**config.mk**
```make
export PLATFORM = sky130hd
export DESIGN_NAME = detection_box_decode_argmax_flat
export DESIGN_NICKNAME = d
export VERILOG_FILES = /design/src/rtl/dbd_pkg.sv /design/src/rtl/dbd_req_if.sv /design/src/rtl/dbd_rsp_if.sv /design/src/rtl/dbd_argmax.sv /design/src/rtl/detection_box_decode_argmax.sv /design/src/flat_wrapper.sv
export SDC_FILE = /design/constraint.sdc
export NUM_CORES = 1
export LEC_CHECK = 0
export BUFFER_PORTS_ARGS = -buffer_cell sky130_fd_sc_hd__buf_2
export CAP_MARGIN = 20
export CORE_AREA = 2 2 155 157
export DETAILED_ROUTE_END_ITERATION = 7
export DIE_AREA = 0 0 157 159
export PLACE_DENSITY = 0.83
export SLEW_MARGIN = 25
export SYNTH_ARGS = -nofsm -noshare
export SYNTH_HDL_FRONTEND = slang
export SYNTH_HIERARCHICAL = 1
export SYNTH_SLANG_ARGS = --single-unit
```
**constraint.sdc**
```tcl
create_clock -name i_clk -period 9.5 [get_ports i_clk]
set_clock_uncertainty 0.05 [all_clocks]
set_input_delay 0.95 -clock i_clk [delete_from_list [all_inputs] [get_ports i_clk]]
set_output_delay 0.95 -clock i_clk [all_outputs]
set_load 0.005 [all_outputs]
```
**src/rtl/dbd_pkg.sv**
```systemverilog
// Package for the detection box decoder: widths, config codes and shared types.
// No dependencies; used by the interfaces, dbd_argmax and detection_box_decode_argmax.
package dbd_pkg;

    localparam int SCORE_W     = 16;
    localparam int COORD_W     = 16;
    localparam int CLASS_W     = 7;
    localparam int TOTAL_W     = 8;
    localparam int EDGE_LT_W   = 19;
    localparam int EDGE_RB_W   = 18;
    localparam int CFG_DATA_W  = 16;
    localparam int MAX_CLASSES = 128;

    localparam logic [SCORE_W-1:0] THRESH_RESET = SCORE_W'(32768);
    localparam logic [TOTAL_W-1:0] TOTAL_RESET  = TOTAL_W'(80);
    localparam logic [TOTAL_W-1:0] TOTAL_CLAMP  =
        TOTAL_W'((MAX_CLASSES < 128) ? MAX_CLASSES : 128);

    typedef enum logic {
        CFG_SCORE_THRESHOLD = 1'b0,
        CFG_CLASS_TOTAL     = 1'b1
    } t_cfg_idx;

    typedef struct packed {
        logic [COORD_W-1:0] cx;
        logic [COORD_W-1:0] cy;
        logic [COORD_W-1:0] w;
        logic [COORD_W-1:0] h;
    } t_geom;

    typedef struct packed {
        logic               last;
        logic               emit;
        logic [CLASS_W-1:0] class_id;
        logic [SCORE_W-1:0] best;
        t_geom              geom;
    } t_box_end;

    // zero means one class; anything above the class limit is clamped
    function automatic logic [TOTAL_W-1:0] eff_total(input logic [TOTAL_W-1:0] raw);
        logic [TOTAL_W-1:0] t;
        t = raw;
        if (t == '0) begin
            t = TOTAL_W'(1);
        end else if (t > TOTAL_CLAMP) begin
            t = TOTAL_CLAMP;
        end
        return t;
    endfunction

endpackage

```
**src/rtl/dbd_req_if.sv**
```systemverilog
// Request channel of the detection box decoder: one class score plus box geometry.
// Depends on dbd_pkg.
interface dbd_req_if;
    import dbd_pkg::*;

    logic               valid;
    logic               ready;
    logic [COORD_W-1:0] center_x;
    logic [COORD_W-1:0] center_y;
    logic [COORD_W-1:0] box_width;
    logic [COORD_W-1:0] box_height;
    logic [SCORE_W-1:0] class_score;

    modport source (output valid, center_x, center_y, box_width, box_height, class_score,
                    input ready);
    modport sink   (input valid, center_x, center_y, box_width, box_height, class_score,
                    output ready);
endinterface

```
**src/rtl/dbd_rsp_if.sv**
```systemverilog
// Detection channel of the detection box decoder: class, score and doubled corners.
// Depends on dbd_pkg.
interface dbd_rsp_if;
    import dbd_pkg::*;

    logic                        valid;
    logic                        ready;
    logic [CLASS_W-1:0]          class_id;
    logic [SCORE_W-1:0]          best_score_out;
    logic signed [EDGE_LT_W-1:0] left_edge;
    logic signed [EDGE_LT_W-1:0] top_edge;
    logic [EDGE_RB_W-1:0]        right_edge;
    logic [EDGE_RB_W-1:0]        bottom_edge;

    modport source (output valid, class_id, best_score_out, left_edge, top_edge,
                    right_edge, bottom_edge, input ready);
    modport sink   (input valid, class_id, best_score_out, left_edge, top_edge,
                    right_edge, bottom_edge, output ready);
endinterface

```
**src/rtl/dbd_argmax.sv**
```systemverilog
// Running class argmax per box: best score, best class, class counter, latched geometry.
// Depends on dbd_pkg; instantiated by detection_box_decode_argmax.
module dbd_argmax (
    input  logic                         i_clk,
    input  logic                         i_rst_n,
    input  logic                         i_accept,
    input  logic [dbd_pkg::SCORE_W-1:0]  i_score,
    input  dbd_pkg::t_geom               i_geom,
    input  logic [dbd_pkg::TOTAL_W-1:0]  i_total,
    input  logic [dbd_pkg::SCORE_W-1:0]  i_thresh,
    output dbd_pkg::t_box_end            o_end
);
    import dbd_pkg::*;

    logic [SCORE_W-1:0] r_best, n_best;
    logic [CLASS_W-1:0] r_class, n_class;
    logic [CLASS_W-1:0] r_cnt;
    t_geom              r_geom, n_geom;
    logic [TOTAL_W-1:0] cnt_inc;

    always_comb begin
        n_geom  = (r_cnt == '0) ? i_geom : r_geom;
        n_best  = r_best;
        n_class = r_class;
        if (i_score > r_best) begin
            n_best  = i_score;
            n_class = r_cnt;
        end
        cnt_inc        = {1'b0, r_cnt} + TOTAL_W'(1);
        o_end.last     = (cnt_inc >= i_total);
        o_end.emit     = (n_best > i_thresh);
        o_end.class_id = n_class;
        o_end.best     = n_best;
        o_end.geom     = n_geom;
    end

    always_ff @(posedge i_clk) begin
        if (!i_rst_n) begin
            r_best  <= '0;
            r_class <= '0;
            r_cnt   <= '0;
            r_geom  <= '0;
        end else if (i_accept) begin
            if (o_end.last) begin
                r_best  <= '0;
                r_class <= '0;
                r_cnt   <= '0;
                r_geom  <= '0;
            end else begin
                r_best  <= n_best;
                r_class <= n_class;
                r_cnt   <= cnt_inc[CLASS_W-1:0];
                r_geom  <= n_geom;
            end
        end
    end

endmodule

```
**src/rtl/detection_box_decode_argmax.sv**
```systemverilog
// Top level of the detection box decoder with class argmax.
// Depends on dbd_pkg, dbd_req_if, dbd_rsp_if and dbd_argmax.
//
// Usage:
//   i_req carries one class score per request together with the box centre and
//   size; a box is class_total consecutive requests, geometry taken from the first.
//   o_rsp carries at most one detection per box: best class, best score and the
//   doubled corners (2*centre -/+ size), only when the best score is strictly
//   above score_threshold.
//   Config: i_cfg_we with i_cfg_idx / i_cfg_data; write only while idle.
//   Throughput: one request per cycle from the running compare, unless stalled.
//   Latency: the detection is valid in the cycle after the last class request
//   of its box is accepted.
//   Stall: the detection sits in the output register; i_req.ready stays high
//   while that register is empty or being drained in the same cycle.
//   Reset: running state clears, threshold returns to 32768 and class total
//   to 80; no detection is pending.
module detection_box_decode_argmax (
    input  logic                           i_clk,
    input  logic                           i_rst_n,
    input  logic                           i_cfg_we,
    input  dbd_pkg::t_cfg_idx              i_cfg_idx,
    input  logic [dbd_pkg::CFG_DATA_W-1:0] i_cfg_data,
    dbd_req_if.sink                        i_req,
    dbd_rsp_if.source                      o_rsp
);
    import dbd_pkg::*;

    logic [SCORE_W-1:0] r_thresh;
    logic [TOTAL_W-1:0] r_total;
    logic               accept;
    t_geom              req_geom;
    t_box_end           box_end;

    logic                        r_valid;
    logic [CLASS_W-1:0]          r_class_id;
    logic [SCORE_W-1:0]          r_best;
    logic signed [EDGE_LT_W-1:0] r_left, r_top;
    logic [EDGE_RB_W-1:0]        r_right, r_bottom;
    logic signed [EDGE_LT_W-1:0] n_left, n_top;
    logic [EDGE_RB_W-1:0]        n_right, n_bottom;

    // config registers; total is stored already clamped
    always_ff @(posedge i_clk) begin
        if (!i_rst_n) begin
            r_thresh <= THRESH_RESET;
            r_total  <= TOTAL_RESET;
        end else if (i_cfg_we) begin
            case (i_cfg_idx)
                CFG_SCORE_THRESHOLD: r_thresh <= i_cfg_data[SCORE_W-1:0];
                CFG_CLASS_TOTAL:     r_total  <= eff_total(i_cfg_data[TOTAL_W-1:0]);
                default: ;
            endcase
        end
    end

    assign i_req.ready = !r_valid || o_rsp.ready;
    assign accept      = i_req.valid && i_req.ready;

    assign req_geom.cx = i_req.center_x;
    assign req_geom.cy = i_req.center_y;
    assign req_geom.w  = i_req.box_width;
    assign req_geom.h  = i_req.box_height;

    dbd_argmax u_argmax (
        .i_clk    (i_clk),
        .i_rst_n  (i_rst_n),
        .i_accept (accept),
        .i_score  (i_req.class_score),
        .i_geom   (req_geom),
        .i_total  (r_total),
        .i_thresh (r_thresh),
        .o_end    (box_end)
    );

    always_comb begin
        n_left   = $signed({2'b00, box_end.geom.cx, 1'b0}) - $signed({3'b000, box_end.geom.w});
        n_top    = $signed({2'b00, box_end.geom.cy, 1'b0}) - $signed({3'b000, box_end.geom.h});
        n_right  = {1'b0, box_end.geom.cx, 1'b0} + {2'b00, box_end.geom.w};
        n_bottom = {1'b0, box_end.geom.cy, 1'b0} + {2'b00, box_end.geom.h};
    end

    always_ff @(posedge i_clk) begin
        if (!i_rst_n) begin
            r_valid <= 1'b0;
        end else if (accept && box_end.last && box_end.emit) begin
            r_valid <= 1'b1;
        end else if (o_rsp.ready) begin
            r_valid <= 1'b0;
        end
    end

    always_ff @(posedge i_clk) begin
        if (accept && box_end.last && box_end.emit) begin
            r_class_id <= box_end.class_id;
            r_best     <= box_end.best;
            r_left     <= n_left;
            r_top      <= n_top;
            r_right    <= n_right;
            r_bottom   <= n_bottom;
        end
    end

    assign o_rsp.valid          = r_valid;
    assign o_rsp.class_id       = r_class_id;
    assign o_rsp.best_score_out = r_best;
    assign o_rsp.left_edge      = r_left;
    assign o_rsp.top_edge       = r_top;
    assign o_rsp.right_edge     = r_right;
    assign o_rsp.bottom_edge    = r_bottom;

    a_stall_blocks_req: assert property (@(posedge i_clk) disable iff (!i_rst_n)
        (o_rsp.valid && !o_rsp.ready) |-> !i_req.ready)
        else $error("request taken while detection is stalled");

    a_score_above_thresh: assert property (@(posedge i_clk) disable iff (!i_rst_n)
        o_rsp.valid |-> (o_rsp.best_score_out > r_thresh))
        else $error("detection at or below threshold");

    a_rise_after_req: assert property (@(posedge i_clk) disable iff (!i_rst_n)
        $rose(o_rsp.valid) |-> $past(accept))
        else $error("detection without a request");

    a_new_det_from_last: assert property (@(posedge i_clk) disable iff (!i_rst_n)
        (accept && !box_end.last) |=> !(o_rsp.valid && !$past(o_rsp.valid && !o_rsp.ready)
            && !$past(o_rsp.valid)))
        else $error("detection from a request that did not end a box");

endmodule

```
**src/flat_wrapper.sv**
```systemverilog
// flat-port wrapper written by rule: the top's interface ports become plain ports
module detection_box_decode_argmax_flat import dbd_pkg::*;
  (i_clk, i_rst_n, i_cfg_we, i_cfg_idx, i_cfg_data, i_req_valid, i_req_center_x, i_req_center_y, i_req_box_width, i_req_box_height, i_req_class_score, i_req_ready, o_rsp_valid, o_rsp_class_id, o_rsp_best_score_out, o_rsp_left_edge, o_rsp_top_edge, o_rsp_right_edge, o_rsp_bottom_edge, o_rsp_ready);
  dbd_req_if i_req_i ();
  dbd_rsp_if o_rsp_i ();
  input  logic i_clk;
  input  logic i_rst_n;
  input  logic i_cfg_we;
  input  dbd_pkg::t_cfg_idx i_cfg_idx;
  input  logic [dbd_pkg::CFG_DATA_W-1:0] i_cfg_data;
  input wire logic [$bits(i_req_i.valid)-1:0] i_req_valid;
  input wire logic [$bits(i_req_i.center_x)-1:0] i_req_center_x;
  input wire logic [$bits(i_req_i.center_y)-1:0] i_req_center_y;
  input wire logic [$bits(i_req_i.box_width)-1:0] i_req_box_width;
  input wire logic [$bits(i_req_i.box_height)-1:0] i_req_box_height;
  input wire logic [$bits(i_req_i.class_score)-1:0] i_req_class_score;
  output wire logic [$bits(i_req_i.ready)-1:0] i_req_ready;
  output wire logic [$bits(o_rsp_i.valid)-1:0] o_rsp_valid;
  output wire logic [$bits(o_rsp_i.class_id)-1:0] o_rsp_class_id;
  output wire logic [$bits(o_rsp_i.best_score_out)-1:0] o_rsp_best_score_out;
  output wire logic [$bits(o_rsp_i.left_edge)-1:0] o_rsp_left_edge;
  output wire logic [$bits(o_rsp_i.top_edge)-1:0] o_rsp_top_edge;
  output wire logic [$bits(o_rsp_i.right_edge)-1:0] o_rsp_right_edge;
  output wire logic [$bits(o_rsp_i.bottom_edge)-1:0] o_rsp_bottom_edge;
  input wire logic [$bits(o_rsp_i.ready)-1:0] o_rsp_ready;
  assign i_req_i.valid = i_req_valid;
  assign i_req_i.center_x = i_req_center_x;
  assign i_req_i.center_y = i_req_center_y;
  assign i_req_i.box_width = i_req_box_width;
  assign i_req_i.box_height = i_req_box_height;
  assign i_req_i.class_score = i_req_class_score;
  assign i_req_ready = i_req_i.ready;
  assign o_rsp_valid = o_rsp_i.valid;
  assign o_rsp_class_id = o_rsp_i.class_id;
  assign o_rsp_best_score_out = o_rsp_i.best_score_out;
  assign o_rsp_left_edge = o_rsp_i.left_edge;
  assign o_rsp_top_edge = o_rsp_i.top_edge;
  assign o_rsp_right_edge = o_rsp_i.right_edge;
  assign o_rsp_bottom_edge = o_rsp_i.bottom_edge;
  assign o_rsp_i.ready = o_rsp_ready;
  detection_box_decode_argmax u_core (.i_clk(i_clk), .i_rst_n(i_rst_n), .i_cfg_we(i_cfg_we), .i_cfg_idx(i_cfg_idx), .i_cfg_data(i_cfg_data), .i_req(i_req_i), .o_rsp(o_rsp_i));
endmodule
```
; Word-level counts from Yosys, hierarchy flattened
; Cells that the tools add are included.
[totals]
reg_bits = 216
inputBits = 102
elab_cells = 47
[op_classes]
addsub = 5
n_lt_le_gt_ge = 4
muxes = 11
bitwise = 1
n_reduce_logical = 10
[ops]
columns = operator, n
row1 = $mux W64, 2
row2 = $add A17 B16 Y18, 2
row3 = $sub A17 B16 Y18, 2
row4 = $gt A16 B16 Y1, 2
row5 = $mux W16, 2
row6 = $mux W7, 3
row7 = $mux W8, 2
row8 = $add A7 B1 Y8 const B, 1
row9 = $ge A8 B8 Y1, 1
row10 = $gt A8 B8 Y1 const B, 1
row11 = $logic_not A8 Y1, 1
row12 = $logic_not A7 Y1, 1
row13 = $reduce_and A2 Y1, 2
row14 = $logic_and A1 B1 Y1, 3
row15 = $mux W1, 2
row16 = $reduce_bool A2 Y1, 1
row17 = $logic_not A1 Y1, 1
row18 = $logic_or A1 B1 Y1, 1
row19 = $not A1 Y1, 1

; Longest topological paths before layout
; Gate-level depths: netlist of the first run.
[logic_depth]
depth_word = 6
ltp_mapped = 19
depth_no_buf = 17

; Hierarchy
; Netlist of the first run, hierarchy kept.
[by_module_without_submodules]
columns = module, instances, cells_each, area_per_inst_um2, seq_area_each_um2
row1 = detection_box_decode_argmax, 1, 777, 7598.5, 3293.2
row2 = dbd_argmax, 1, 702, 5759.3, 1881.8

; Worst setup path after synthesis of the first run
; No wires, ideal clock.
[synth_timing]
path_type = input to register
startpoint = input port i_req_class_score[15]
endpoint = register u_core.r_best[0], in the netlist u_core/o_rsp.best_score_out[0], enable pin
setup_time_ns = 0.556
arrival_ns = 7.876
required_ns = 8.894
setup_slack_ns = 1.018
cell_stages = 18
path_buffers = 2
cell_sequence = ha_1 > nand4_1 > or3_1 > or3_1 > o31a_1 > buf_6 > clkbuf_1 > nand2_1 > o21ai_0 > ha_1 > nor2b_1 > o21a_1 > o21a_1 > o21ai_0 > a21o_1 > a21oi_1 > nand3_1 > nor2b_1
[synth_rtl]
columns = item, line_no
row1 = start: declaration, flat_wrapper.sv:16  ; input wire logic [$bits(i_req_i.class_score)-1:0] i_req_class_score;
row2 = end signal: assignment, detection_box_decode_argmax.sv:96  ; r_best <= box_end.best;
row3 = end: declaration, detection_box_decode_argmax.sv:37  ; logic [SCORE_W-1:0] r_best;

==> results of run 1 <==
==> state kept, by name, indices dropped and copies added (netlist names) <==
| name | count |
|---|---|
| u_core/o_rsp.best_score_out | 16 |
| u_core/o_rsp.class_id | 7 |
| u_core/o_rsp.bottom_edge | 17 |
| u_core/u_argmax/r_best | 16 |
| u_core/r_total | 8 |
| u_core/o_rsp.left_edge | 18 |
| u_core/u_argmax/r_class | 7 |
| u_core/o_rsp.right_edge | 17 |
| u_core/o_rsp.valid | 1 |
| u_core/o_rsp.top_edge | 18 |
| u_core/r_thresh | 16 |
| u_core/u_argmax/r_cnt | 7 |
| u_core/u_argmax/r_geom | 64 |
==> cells in the mapped netlist, types with 6 or more instances <==
| master | n |
|---|---|
| a21oi_1 | 155 |
| dfxtp_1 | 119 |
| inv_1 | 105 |
| nand3_1 | 105 |
| ha_1 | 102 |
| nand2_1 | 94 |
| edfxtp_1 | 93 |
| nand2b_1 | 78 |
| mux2_2 | 71 |
| nor2_1 | 59 |
| clkbuf_1 | 56 |
| o21ai_0 | 50 |
| xnor2_1 | 38 |
| nand4_1 | 33 |
| nor3_1 | 28 |
| buf_2 | 27 |
| nor2b_1 | 22 |
| a211oi_1 | 15 |
| a21o_1 | 14 |
| and3_1 | 13 |
| nor3b_1 | 12 |
| nor4_1 | 12 |
| xor2_1 | 12 |
| o21ai_1 | 11 |
| a21boi_0 | 9 |
| a21boi_1 | 9 |
| o211ai_1 | 9 |
| o21a_1 | 8 |
| buf_1 | 7 |
| a221oi_1 | 6 |
==> layer usage <==
layer,global-route usage,vias up,share of wire
met5,0,-,0
met4,0.09133,0,0.031
met3,0.03321,81,0.067
met2,0.4414,472,0.47
met1,0.3631,5482,0.43
li1,-,5576,-
==> metrics by stage <==
step	std cells	hold slack [ps]
after detailed placement	1909	404.5
after floorplan	1479	385.1
after CTS	1953	412.9
after global routing	1956	432.5
after global placement	1909	392.2
final	1956	408.1
==> final timing paths <==
| check | to | slack, ps | cells past startpoint |
|---|---|---|---|
| hold / removal | u_core/r_thresh[11] | 410 | 2 |
| setup reg to reg | u_core/o_rsp.left_edge[0] | 4290 | 18 |
| setup / recovery | u_core/o_rsp.left_edge[0] | 4130 | 18 |
| hold reg to reg | u_core/r_thresh[11] | 410 | 2 |
==> worst min-delay path, stage by stage, from the launching register on <==
cell	delay, ps
dfxtp_1	310
nand2_1	50
a21boi_1	50
==> power groups by stage <==
stage | registers [mW] | clock network [mW] | logic [mW]
after detailed placement | 1.06 | 0 | 0.888
final | 1.04 | 0.939 | 0.910
after global placement | 1.06 | 0 | 0.864
after CTS | 1.04 | 0.957 | 0.894
after floorplan | 1.06 | 0 | 0.689
after global routing | 1.05 | 0.994 | 1.00
==> logic make-up (layout without fill, tap and decap cells) <==
family / count (synthesis) / count (layout) / share of synthesized area
compound gates: 347 / 347 / 0.1637
xor+xnor: 50 / 50 / 0.03278
fa+ha+maj: 106 / 106 / 0.1015
buf+inv: 206 / 362 / 0.06266
flops: 212 / 212 / 0.3874
mux: 75 / 75 / 0.06285
other cells: 0 / 2 / 0
simple gates: 483 / 483 / 0.1890
==> layout make-up <==
type	count	area share
Tap cell	319	0.02615
Sequential cell	212	0.3391
Timing Repair Buffer	208	0.07059
Clock buffer	28	0.04312
Antenna cell	2	0.0003279
Inverter	110	0.02705
Clock inverter	16	0.009592
Multi-Input combinational cell	1061	0.4841
==> reports/results.tsv, run 1 <==
stage	metric	value	unit
clock_tree	post_cts resized	0	
floorplan	Initial Utilization	0.5760	
routing	Via density	5.936	
global_route	number of global-route vias before repair	10960	
placed_design	Post-DP HPWL	24500	microns
critical_path	CP startpoint	i_req_class_score[15]	
critical_path	slowest CP cell	buf_4	
critical_path	Setup Crit Path Kind	in -> reg	
critical_path	worst path required time	9600	ps
critical_path	reg2reg start	u_core/u_argmax/r_best[15]	
floorplan	row count	56	
placed_design	routability cong.	0.9265	
sta	Fin. Hold Viols	0	
floorplan	core footprint	23190	sq um
synth	Synth async-reset ratio	0	
run_status	status	completed	
synth	sequential share of the synthesized area	0.3874	
cells_and_area	Design Area, Final	15260	sq um
power	PwrDens	189.5	nW/um^2
power	Int Power	1.937	mW
critical_path	critical-path cell list	buf_2 > ha_1 > nand4_1 > or3_1 > a211oi_1 > o31a_2 > buf_4 > o21ai_0 > ha_1 > nor2b_1 > o21a_1 > o21a_1 > o21ai_0 > a21o_1 > a21oi_1 > nand3_1 > nor2b_4 > buf_4	
routing	DR pass1 iterations	5	
cells_and_area	multi-input logic area	7388	sq um
routing	Final ANT Viol Nets	0	
synth	Area contributors post-synth	edfxtp_1 21%, dfxtp_1 18%, ha_1 9.6%	
sta	post-route setup slack	4134	ps
routing	initial DRC count	1122	
clock_tree	CTS buffer count	24	
power	overall power	2.892	mW
floorplan	die height	159	microns
power	worst vdd ir	0.1089	mV
critical_path	CP max stage delay	520	ps
power	Comb pwr share	0.315	
power	Net Sw Frac	0.3302	
power	switching power total	954.9	uW
sta	setup violators final	0	
critical_path	WP buf/inv	3	
worst_hold_path	worst min path class	reg -> reg	
placed_design	placed cell area	14430	sq um
clock_tree	Worst-path clk slew	60	ps
sta	post-layout min period	5366	ps
synth	flop and latch count out of synthesis	212	
synth	share of the synthesized area in the top cell type	0.2091	
cells_and_area	area grow syn2layout	14.26	%
synth	top_reg_cell synth	dfxtp_1	
cells_and_area	FILL cells	1876	
routing	Detailed Route WL	34710	microns
cells_and_area	FF+latch area	5175	sq um
sta	Final Slew Violations	0	
placed_design	pre-CTS WS	3684	ps
floorplan	Boundary Pins	201	
routing	drt wl/cell	17.74	microns
clock_tree	CTS tree	built	
global_route	first-pass GRT wire length	54900	microns
synth	post-synth top area cell	edfxtp_1	
global_route	GRT Overall Usage	0.2675	
synth	number of synthesis warnings	6	
sta	Slew @ Worst Pin	1014	ps
power	Clock Power Share	0.325	
global_route	largest net degree at the start of global routing	95	
routing	Post-route DRC	0	
critical_path	Worst setup EP type	flip-flop	
cells_and_area	layout cells sized above 1	0.2080	
placed_design	Port Buffers	200	
critical_path	Startpoint Class	input port	
clock_tree	CTS Hold Buffers Added	0	
synth	distinct cell type count after synthesis	78	
cells_and_area	Final Util	0.6581	
critical_path	critical-path maximum fanout	49	
sta	FMAX	186.4	MHz
run	number of max-cap violations	0	
sta	relative slew slack	0.3224	
global_route	gr ovfl total	0	
synth	syn_nets	1687	
sta	RSZ-0062 raised after global routing	false	
synth	Gate Count Post-Synth	1479	
routing	Vias	11610	
cells_and_area	most frequent cells in the layout	200 x buf_2, 154 x a21oi_1, 119 x dfxtp_1, 105 x nand3_1, 104 x inv_1	
critical_path	Worst Path Arrival	5460	ps
floorplan	die width	157	microns
power	leakage	6.151	nW
clock_tree	Skew-Pair Late Insertion Delay	520	ps
critical_path	largest delay contributor family on the critical path	compound AO/OA/AOI/OAI gates	
cells_and_area	nets@finish	1825	
synth	Avg Cell Area, Syn	9.032	sq um
synth	Syn Std Cell Area	13360	sq um
power	sequential share of power	0.361	
clock_tree	htree depth	1	
synth	Post-synth EDFFs	93	
clock_tree	post-CTS setup buffer count	0	
sta	fin crit share	0.5648	
clock_tree	CTS Root Cell	clkbuf_16	
global_route	initial antenna violation count	2	
clock_tree	clk buf depth	3	
cells_and_area	most common cell after layout, fill and taps aside	buf_2	
floorplan	DIE AREA	24960	sq um
sta	setup_tns	0	ps
clock_tree	clock sinks	212	
worst_hold_path	min-delay src	u_core/r_thresh[11]	
Note: power is estimated with default switching activity, not from simulation.
==> inputs of run 2 (changes only) <==
==> constraint.sdc (replaced) <==
create_clock -name i_clk -period 5.6 [get_ports i_clk]
set_clock_uncertainty 0.05 [all_clocks]
set_input_delay 0.56 -clock i_clk [delete_from_list [all_inputs] [get_ports i_clk]]
set_output_delay 0.56 -clock i_clk [all_outputs]
set_load 0.005 [all_outputs]
==> run 2 against run 1 <==
- via count decreased by 1.4%
- total power increased by 67%
- sequential share of layout area increased by 0.075 points
- critical path type is now reg -> reg
- largest power group unchanged
==> reports/results.tsv, run 2 (synthesis gave the netlist of run 1 again) <==
stage	metric	value	unit
run_status	status	completed	
power	worst vdd ir	0.2296	mV
floorplan	Boundary Pins	201	
power	Clock Power Share	0.315	
sta	Hold Slack	194.3	ps
cells_and_area	layout cells sized above 1	0.2032	
sta	post-layout min period	4748	ps
power	sequential share of power	0.366	
critical_path	Startpoint Class	flip-flop	
power	Int Power	3.251	mW
critical_path	critical-path maximum fanout	47	
clock_tree	CTS tree	built	
critical_path	worst path required time	5740	ps
cells_and_area	Design Area, Final	15230	sq um
placed_design	Post-Place Cells	1909	
sta	RSZ-0062 raised after global routing	false	
floorplan	die height	159	microns
sta	FMAX	210.6	MHz
routing	Via density	5.857	
global_route	initial antenna violation count	2	
cells_and_area	final cell count without fillers	1955	
cells_and_area	area grow syn2layout	14.00	%
routing	Final ANT Viol Nets	0	
critical_path	Worst Path Arrival	4890	ps
clock_tree	post_cts resized	0	
routing	Detailed Route WL	34150	microns
global_route	first-pass GRT wire length	53660	microns
global_route	gr ovfl total	0	
power	overall power	4.828	mW
sta	setup_tns	0	ps
clock_tree	CTS buffer count	24	
clock_tree	Skew-Pair Late Insertion Delay	530	ps
cells_and_area	Top reg by flops	u_core/u_argmax/r_geom	
floorplan	Initial Utilization	0.5760	
power	Net Sw Frac	0.3266	
power	PwrDens	317.0	nW/um^2
sta	fin crit share	0.8479	
clock_tree	Worst-path clk slew	60	ps
placed_design	Post-DP HPWL	24340	microns
critical_path	Setup Crit Path Kind	reg -> reg	
routing	initial DRC count	1071	
clock_tree	clk buf depth	3	
global_route	GRT Overall Usage	0.2619	
power	leakage	6.122	nW
sta	Fin. Hold Viols	0	
global_route	number of global-route vias before repair	10830	
cells_and_area	most common cell after layout, fill and taps aside	buf_2	
cells_and_area	number of flip-flops in the largest register	64	
clock_tree	post-CTS setup buffer count	0	
floorplan	DIE AREA	24960	sq um
cells_and_area	most frequent cells in the layout	200 x buf_2, 154 x a21oi_1, 119 x dfxtp_1, 105 x nand3_1, 104 x inv_1	
placed_design	placed cell area	14460	sq um
power	switching power total	1.577	mW
routing	Post-route DRC	0	
clock_tree	htree depth	1	
placed_design	routability cong.	0.9029	
placed_design	Port Buffers	200	
sta	Final Slew Violations	0	
power	Comb pwr share	0.318	
clock_tree	clock sinks	212	
placed_design	pre-CTS WS	658.6	ps
cells_and_area	Final Util	0.6566	
cells_and_area	nets@finish	1824	
routing	DR pass1 iterations	5	
global_route	largest net degree at the start of global routing	120	
sta	post-route setup slack	851.9	ps
floorplan	die width	157	microns
floorplan	core footprint	23190	sq um
routing	Vias	11450	
sta	relative slew slack	0.2846	
clock_tree	CTS Hold Buffers Added	0	
sta	setup violators final	0	
run	number of max-cap violations	0	
routing	drt wl/cell	17.47	microns
sta	Slew @ Worst Pin	1071	ps
cells_and_area	FILL cells	1878	
floorplan	row count	56	
worst_hold_path	worst min path class	in -> reg	
clock_tree	CTS Root Cell	clkbuf_16	
critical_path	Worst setup EP type	flip-flop	
-- run 2: changes by cell type in the layout (fill, tap and decap cells not counted), sizes merged --
cell and change:
buf -1, bufinv -1, clkbuf +10, clkinv -5
clkinvlp -1, inv -3
-- run 2: area by class of cell --
type	count	area, sq um	share of cell area
repair buffers	207	1091	0.07165
multi-input cells	1061	7388	0.4852
clock inverters	6	51.30	0.003369
well taps	319	399.1	0.02621
clock buffers	38	704.4	0.04626
inverters	110	414.1	0.02720
flip-flops and latches	212	5175	0.3398
diodes	2	5.005	0.0003286
-- run 2: worst paths after layout --
kind	slack (ps)	endpoint	cells past startpoint	from
setup / recovery	850	u_core/o_rsp.left_edge[4]	18	u_core/u_argmax/r_best[15]
hold / removal	190	u_core/r_thresh[15]	3	i_cfg_data[15]
hold reg to reg	400	u_core/r_thresh[13]	2	u_core/r_thresh[13]
setup reg to reg	850	u_core/o_rsp.left_edge[4]	18	u_core/u_argmax/r_best[15]
-- run 2: power groups by stage --
stage                     clock network, mW  logic (mW)  registers (mW)
after global placement                    0        1.46            1.80
after detailed placement                  0        1.50            1.80
after CTS                              1.55        1.51            1.77
after global routing                   1.61        1.69            1.77
after floorplan                           0        1.17            1.79
final                                  1.52        1.54            1.77
-- run 2: critical path: stages, from the launching register on --
cell      delay, ps
dfxtp_1         330
inv_1            60
ha_1            310
nand4_1         130
or3_1           430
a211oi_1        450
o31a_2          590
buf_4           410
nand2_1          90
o21ai_0         130
ha_1            310
nand4_1         110
nor2_1           60
nand2_1          70
o21ai_0          90
a21oi_1         130
nand3_1         140
nor2b_4         200
buf_12          270
-- run 2: per-layer routing --
layer | vias to the layer above | track usage | part of all wire
met5 | - | 0 | 0
met4 | 0 | 0.08966 | 0.030
met2 | 453 | 0.4256 | 0.46
li1 | 5574 | - | -
met3 | 76 | 0.03756 | 0.070
met1 | 5348 | 0.3579 | 0.44
==> inputs of run 3 (changes only) <==
--- a/config.mk
+++ b/config.mk
@@ -7,10 +7,10 @@
 export LEC_CHECK = 0
 export BUFFER_PORTS_ARGS = -buffer_cell sky130_fd_sc_hd__buf_2
 export CAP_MARGIN = 20
-export CORE_AREA = 2 2 155 157
+export CORE_AREA = 2 2 162 164
 export DETAILED_ROUTE_END_ITERATION = 7
-export DIE_AREA = 0 0 157 159
-export PLACE_DENSITY = 0.83
+export DIE_AREA = 0 0 164 166
+export PLACE_DENSITY = 0.8
 export SLEW_MARGIN = 25
 export SYNTH_ARGS = -nofsm -noshare
 export SYNTH_HDL_FRONTEND = slang
==> constraint.sdc (replaced) <==
create_clock -name i_clk -period 4.05 [get_ports i_clk]
set_clock_uncertainty 0.05 [all_clocks]
set_input_delay 0.405 -clock i_clk [delete_from_list [all_inputs] [get_ports i_clk]]
set_output_delay 0.405 -clock i_clk [all_outputs]
set_load 0.005 [all_outputs]
==> run 3 against run 2 <==
- the run now ends with setup timing left
- largest power group unchanged
- non-clock buffer count rose by 56
- count of clock-buffer cells in the layout fell by 7
- cell count rose by 3.6%
- clock power rose by 55%
- critical path depth rose by 2
- fmax up 15%
- combinational power up 49%
- total power is 47% higher
- hold slack got worse by 130 ps
- via count rose by 2.5%
- sequential power is 38% higher
- highest routed layer unchanged
- critical path type unchanged
- die area grew 9.1%
==> reports/results.tsv, run 3 (synthesis gave the netlist of run 1 again) <==
stage	metric	value	unit
run_status	status	complete, but fails checks	
run_status	failing checks	setup timing	
floorplan	Boundary Pins	201	
critical_path	worst path required time	4220	ps
sta	setup violators final	63	
sta	post-route setup slack	-67.62	ps
floorplan	die height	166	microns
global_route	largest net degree at the start of global routing	113	
routing	drt wl/cell	18.26	microns
sta	FMAX	242.9	MHz
placed_design	Post-DP HPWL	25280	microns
clock_tree	CTS Hold Buffers Added	0	
cells_and_area	nets@finish	1879	
power	leakage	6.543	nW
placed_design	Port Buffers	200	
floorplan	row count	59	
critical_path	largest delay contributor family on the critical path	simple AND/OR/NAND/NOR gates	
sta	fin crit share	1.017	
cells_and_area	Top reg by flops	u_core/u_argmax/r_geom	
clock_tree	CTS tree	built	
global_route	GRT Overall Usage	0.2601	
cells_and_area	most common cell after layout, fill and taps aside	buf_2	
sta	relative slew slack	0.3370	
power	PwrDens	440.1	nW/um^2
worst_hold_path	worst min path class	in -> reg	
routing	Final ANT Viol Nets	0	
sta	Final Slew Violations	0	
sta	RSZ-0062 raised after global routing	true	
sta	Hold Slack	63.71	ps
critical_path	slowest CP cell	or3_4	
placed_design	routability cong.	0.9368	
critical_path	critical-path cell list	inv_2 > ha_4 > nand4_1 > or3_4 > or3_4 > o31a_4 > buf_8 > nand2_2 > o21ai_2 > ha_1 > nor2b_4 > o21a_1 > o21a_1 > o21ai_2 > a21o_1 > a21oi_2 > nand3_2 > nor2b_4 > buf_12 > clkbuf_16	
global_route	gr ovfl total	0	
routing	Detailed Route WL	36980	microns
clock_tree	clock sinks	212	
placed_design	placed cell area	14870	sq um
routing	Post-route DRC	0	
placed_design	pre-CTS WS	-289.8	ps
run	number of max-cap violations	0	
routing	Via density	5.796	
routing	DR pass1 iterations	6	
cells_and_area	Design Area, Final	16120	sq um
routing	initial DRC count	1011	
cells_and_area	final cell count without fillers	2025	
power	worst vdd ir	0.3186	mV
clock_tree	CTS buffer count	23	
floorplan	DIE AREA	27220	sq um
critical_path	CP max stage delay	370	ps
sta	Fin. Hold Viols	0	
routing	Vias	11740	
floorplan	core footprint	25620	sq um
sta	post-layout min period	4118	ps
sta	Slew @ Worst Pin	994.4	ps
clock_tree	CTS Root Cell	clkbuf_16	
cells_and_area	most frequent cells in the layout	200 x buf_2, 151 x a21oi_1, 115 x dfxtp_1, 104 x nand3_1, 98 x inv_1	
global_route	number of global-route vias before repair	11280	
clock_tree	Worst-path clk slew	60	ps
clock_tree	Skew-Pair Late Insertion Delay	540	ps
critical_path	Worst setup EP type	flip-flop	
global_route	first-pass GRT wire length	57640	microns
floorplan	Initial Utilization	0.5215	
floorplan	die width	164	microns
cells_and_area	layout cells sized above 1	0.2530	
cells_and_area	number of flip-flops in the largest register	64	
critical_path	Setup Crit Path Kind	reg -> reg	
critical_path	Worst Path Arrival	4290	ps
clock_tree	htree depth	1	
critical_path	Startpoint Class	flip-flop	
critical_path	WP buf/inv	4	
placed_design	Post-Place Cells	1964	
global_route	initial antenna violation count	2	
cells_and_area	area grow syn2layout	20.71	%
clock_tree	clk buf depth	3	
critical_path	critical-path maximum fanout	11	
run 3: cell count changes in the layout (fill, tap and decap cells not counted), sizes merged:
cell / previous run / this run
bufinv: 1 / 5
clkinv: 8 / 6
inv: 107 / 110
clkbuf: 38 / 35
buf: 207 / 259
run 3: final cells by class:
cell class	count	area, sq um
Antenna cell	2	5.005
Clock buffer	31	668.1
Clock inverter	11	190.2
Fill cell	2105	9492
Inverter	110	412.9
Multi-Input combinational cell	1061	7532
Sequential cell	212	5180
Tap cell	335	419.2
Timing Repair Buffer	263	1717
run 3: path summary, 6_finish.rpt:
check	from	endpoint	slack (ps)	cells after the start
setup / recovery	u_core/u_argmax/r_best[15]	u_core/o_rsp.right_edge[4]	-70	20
hold / removal	i_cfg_data[14]	u_core/r_thresh[14]	60	3
setup reg to reg	u_core/u_argmax/r_best[15]	u_core/o_rsp.right_edge[4]	-70	20
hold reg to reg	u_core/r_thresh[14]	u_core/r_thresh[14]	400	2
run 3: report_power, final:
| group | internal, mW | total [mW] | switching, mW |
|---|---|---|---|
| registers | 2.41 | 2.45 | 0.0410 |
| logic | 0.937 | 2.29 | 1.36 |
| clock network | 1.48 | 2.35 | 0.874 |
run 3: metrics by stage:
step                      utilization  power, mW  TNS, ps
final                          0.6295      7.096    -2574
after global routing           0.6295      7.455   -16610
after CTS                      0.6227      7.063        0
after detailed placement       0.5804      4.661   -24900
after global placement         0.5804      4.610   -11460
after floorplan                     -      4.109   -73440
run 3: metal layers:
| layer | vias up | part of all wire | global-route usage |
|---|---|---|---|
| li1 | 5690 | - | - |
| met1 | 5519 | 0.43 | 0.3452 |
| met2 | 457 | 0.47 | 0.4322 |
| met3 | 71 | 0.065 | 0.03671 |
| met4 | 0 | 0.033 | 0.09306 |
| met5 | - | 0 | 0 |
run 3: tightest hold or removal path: stages:
cell	delay [ps]
buf_2	90
nand2_1	50
a21boi_1	50
run 3: repair_timing:
action | CTS | global route
pin swaps | 2 | 8
resized for setup | 26 | 19
buffers inserted | 8 | 2
hold endpoints to repair | 0 | 0
endpoints found under the setup margin | 92 | 95
gates cloned | 3 | 4
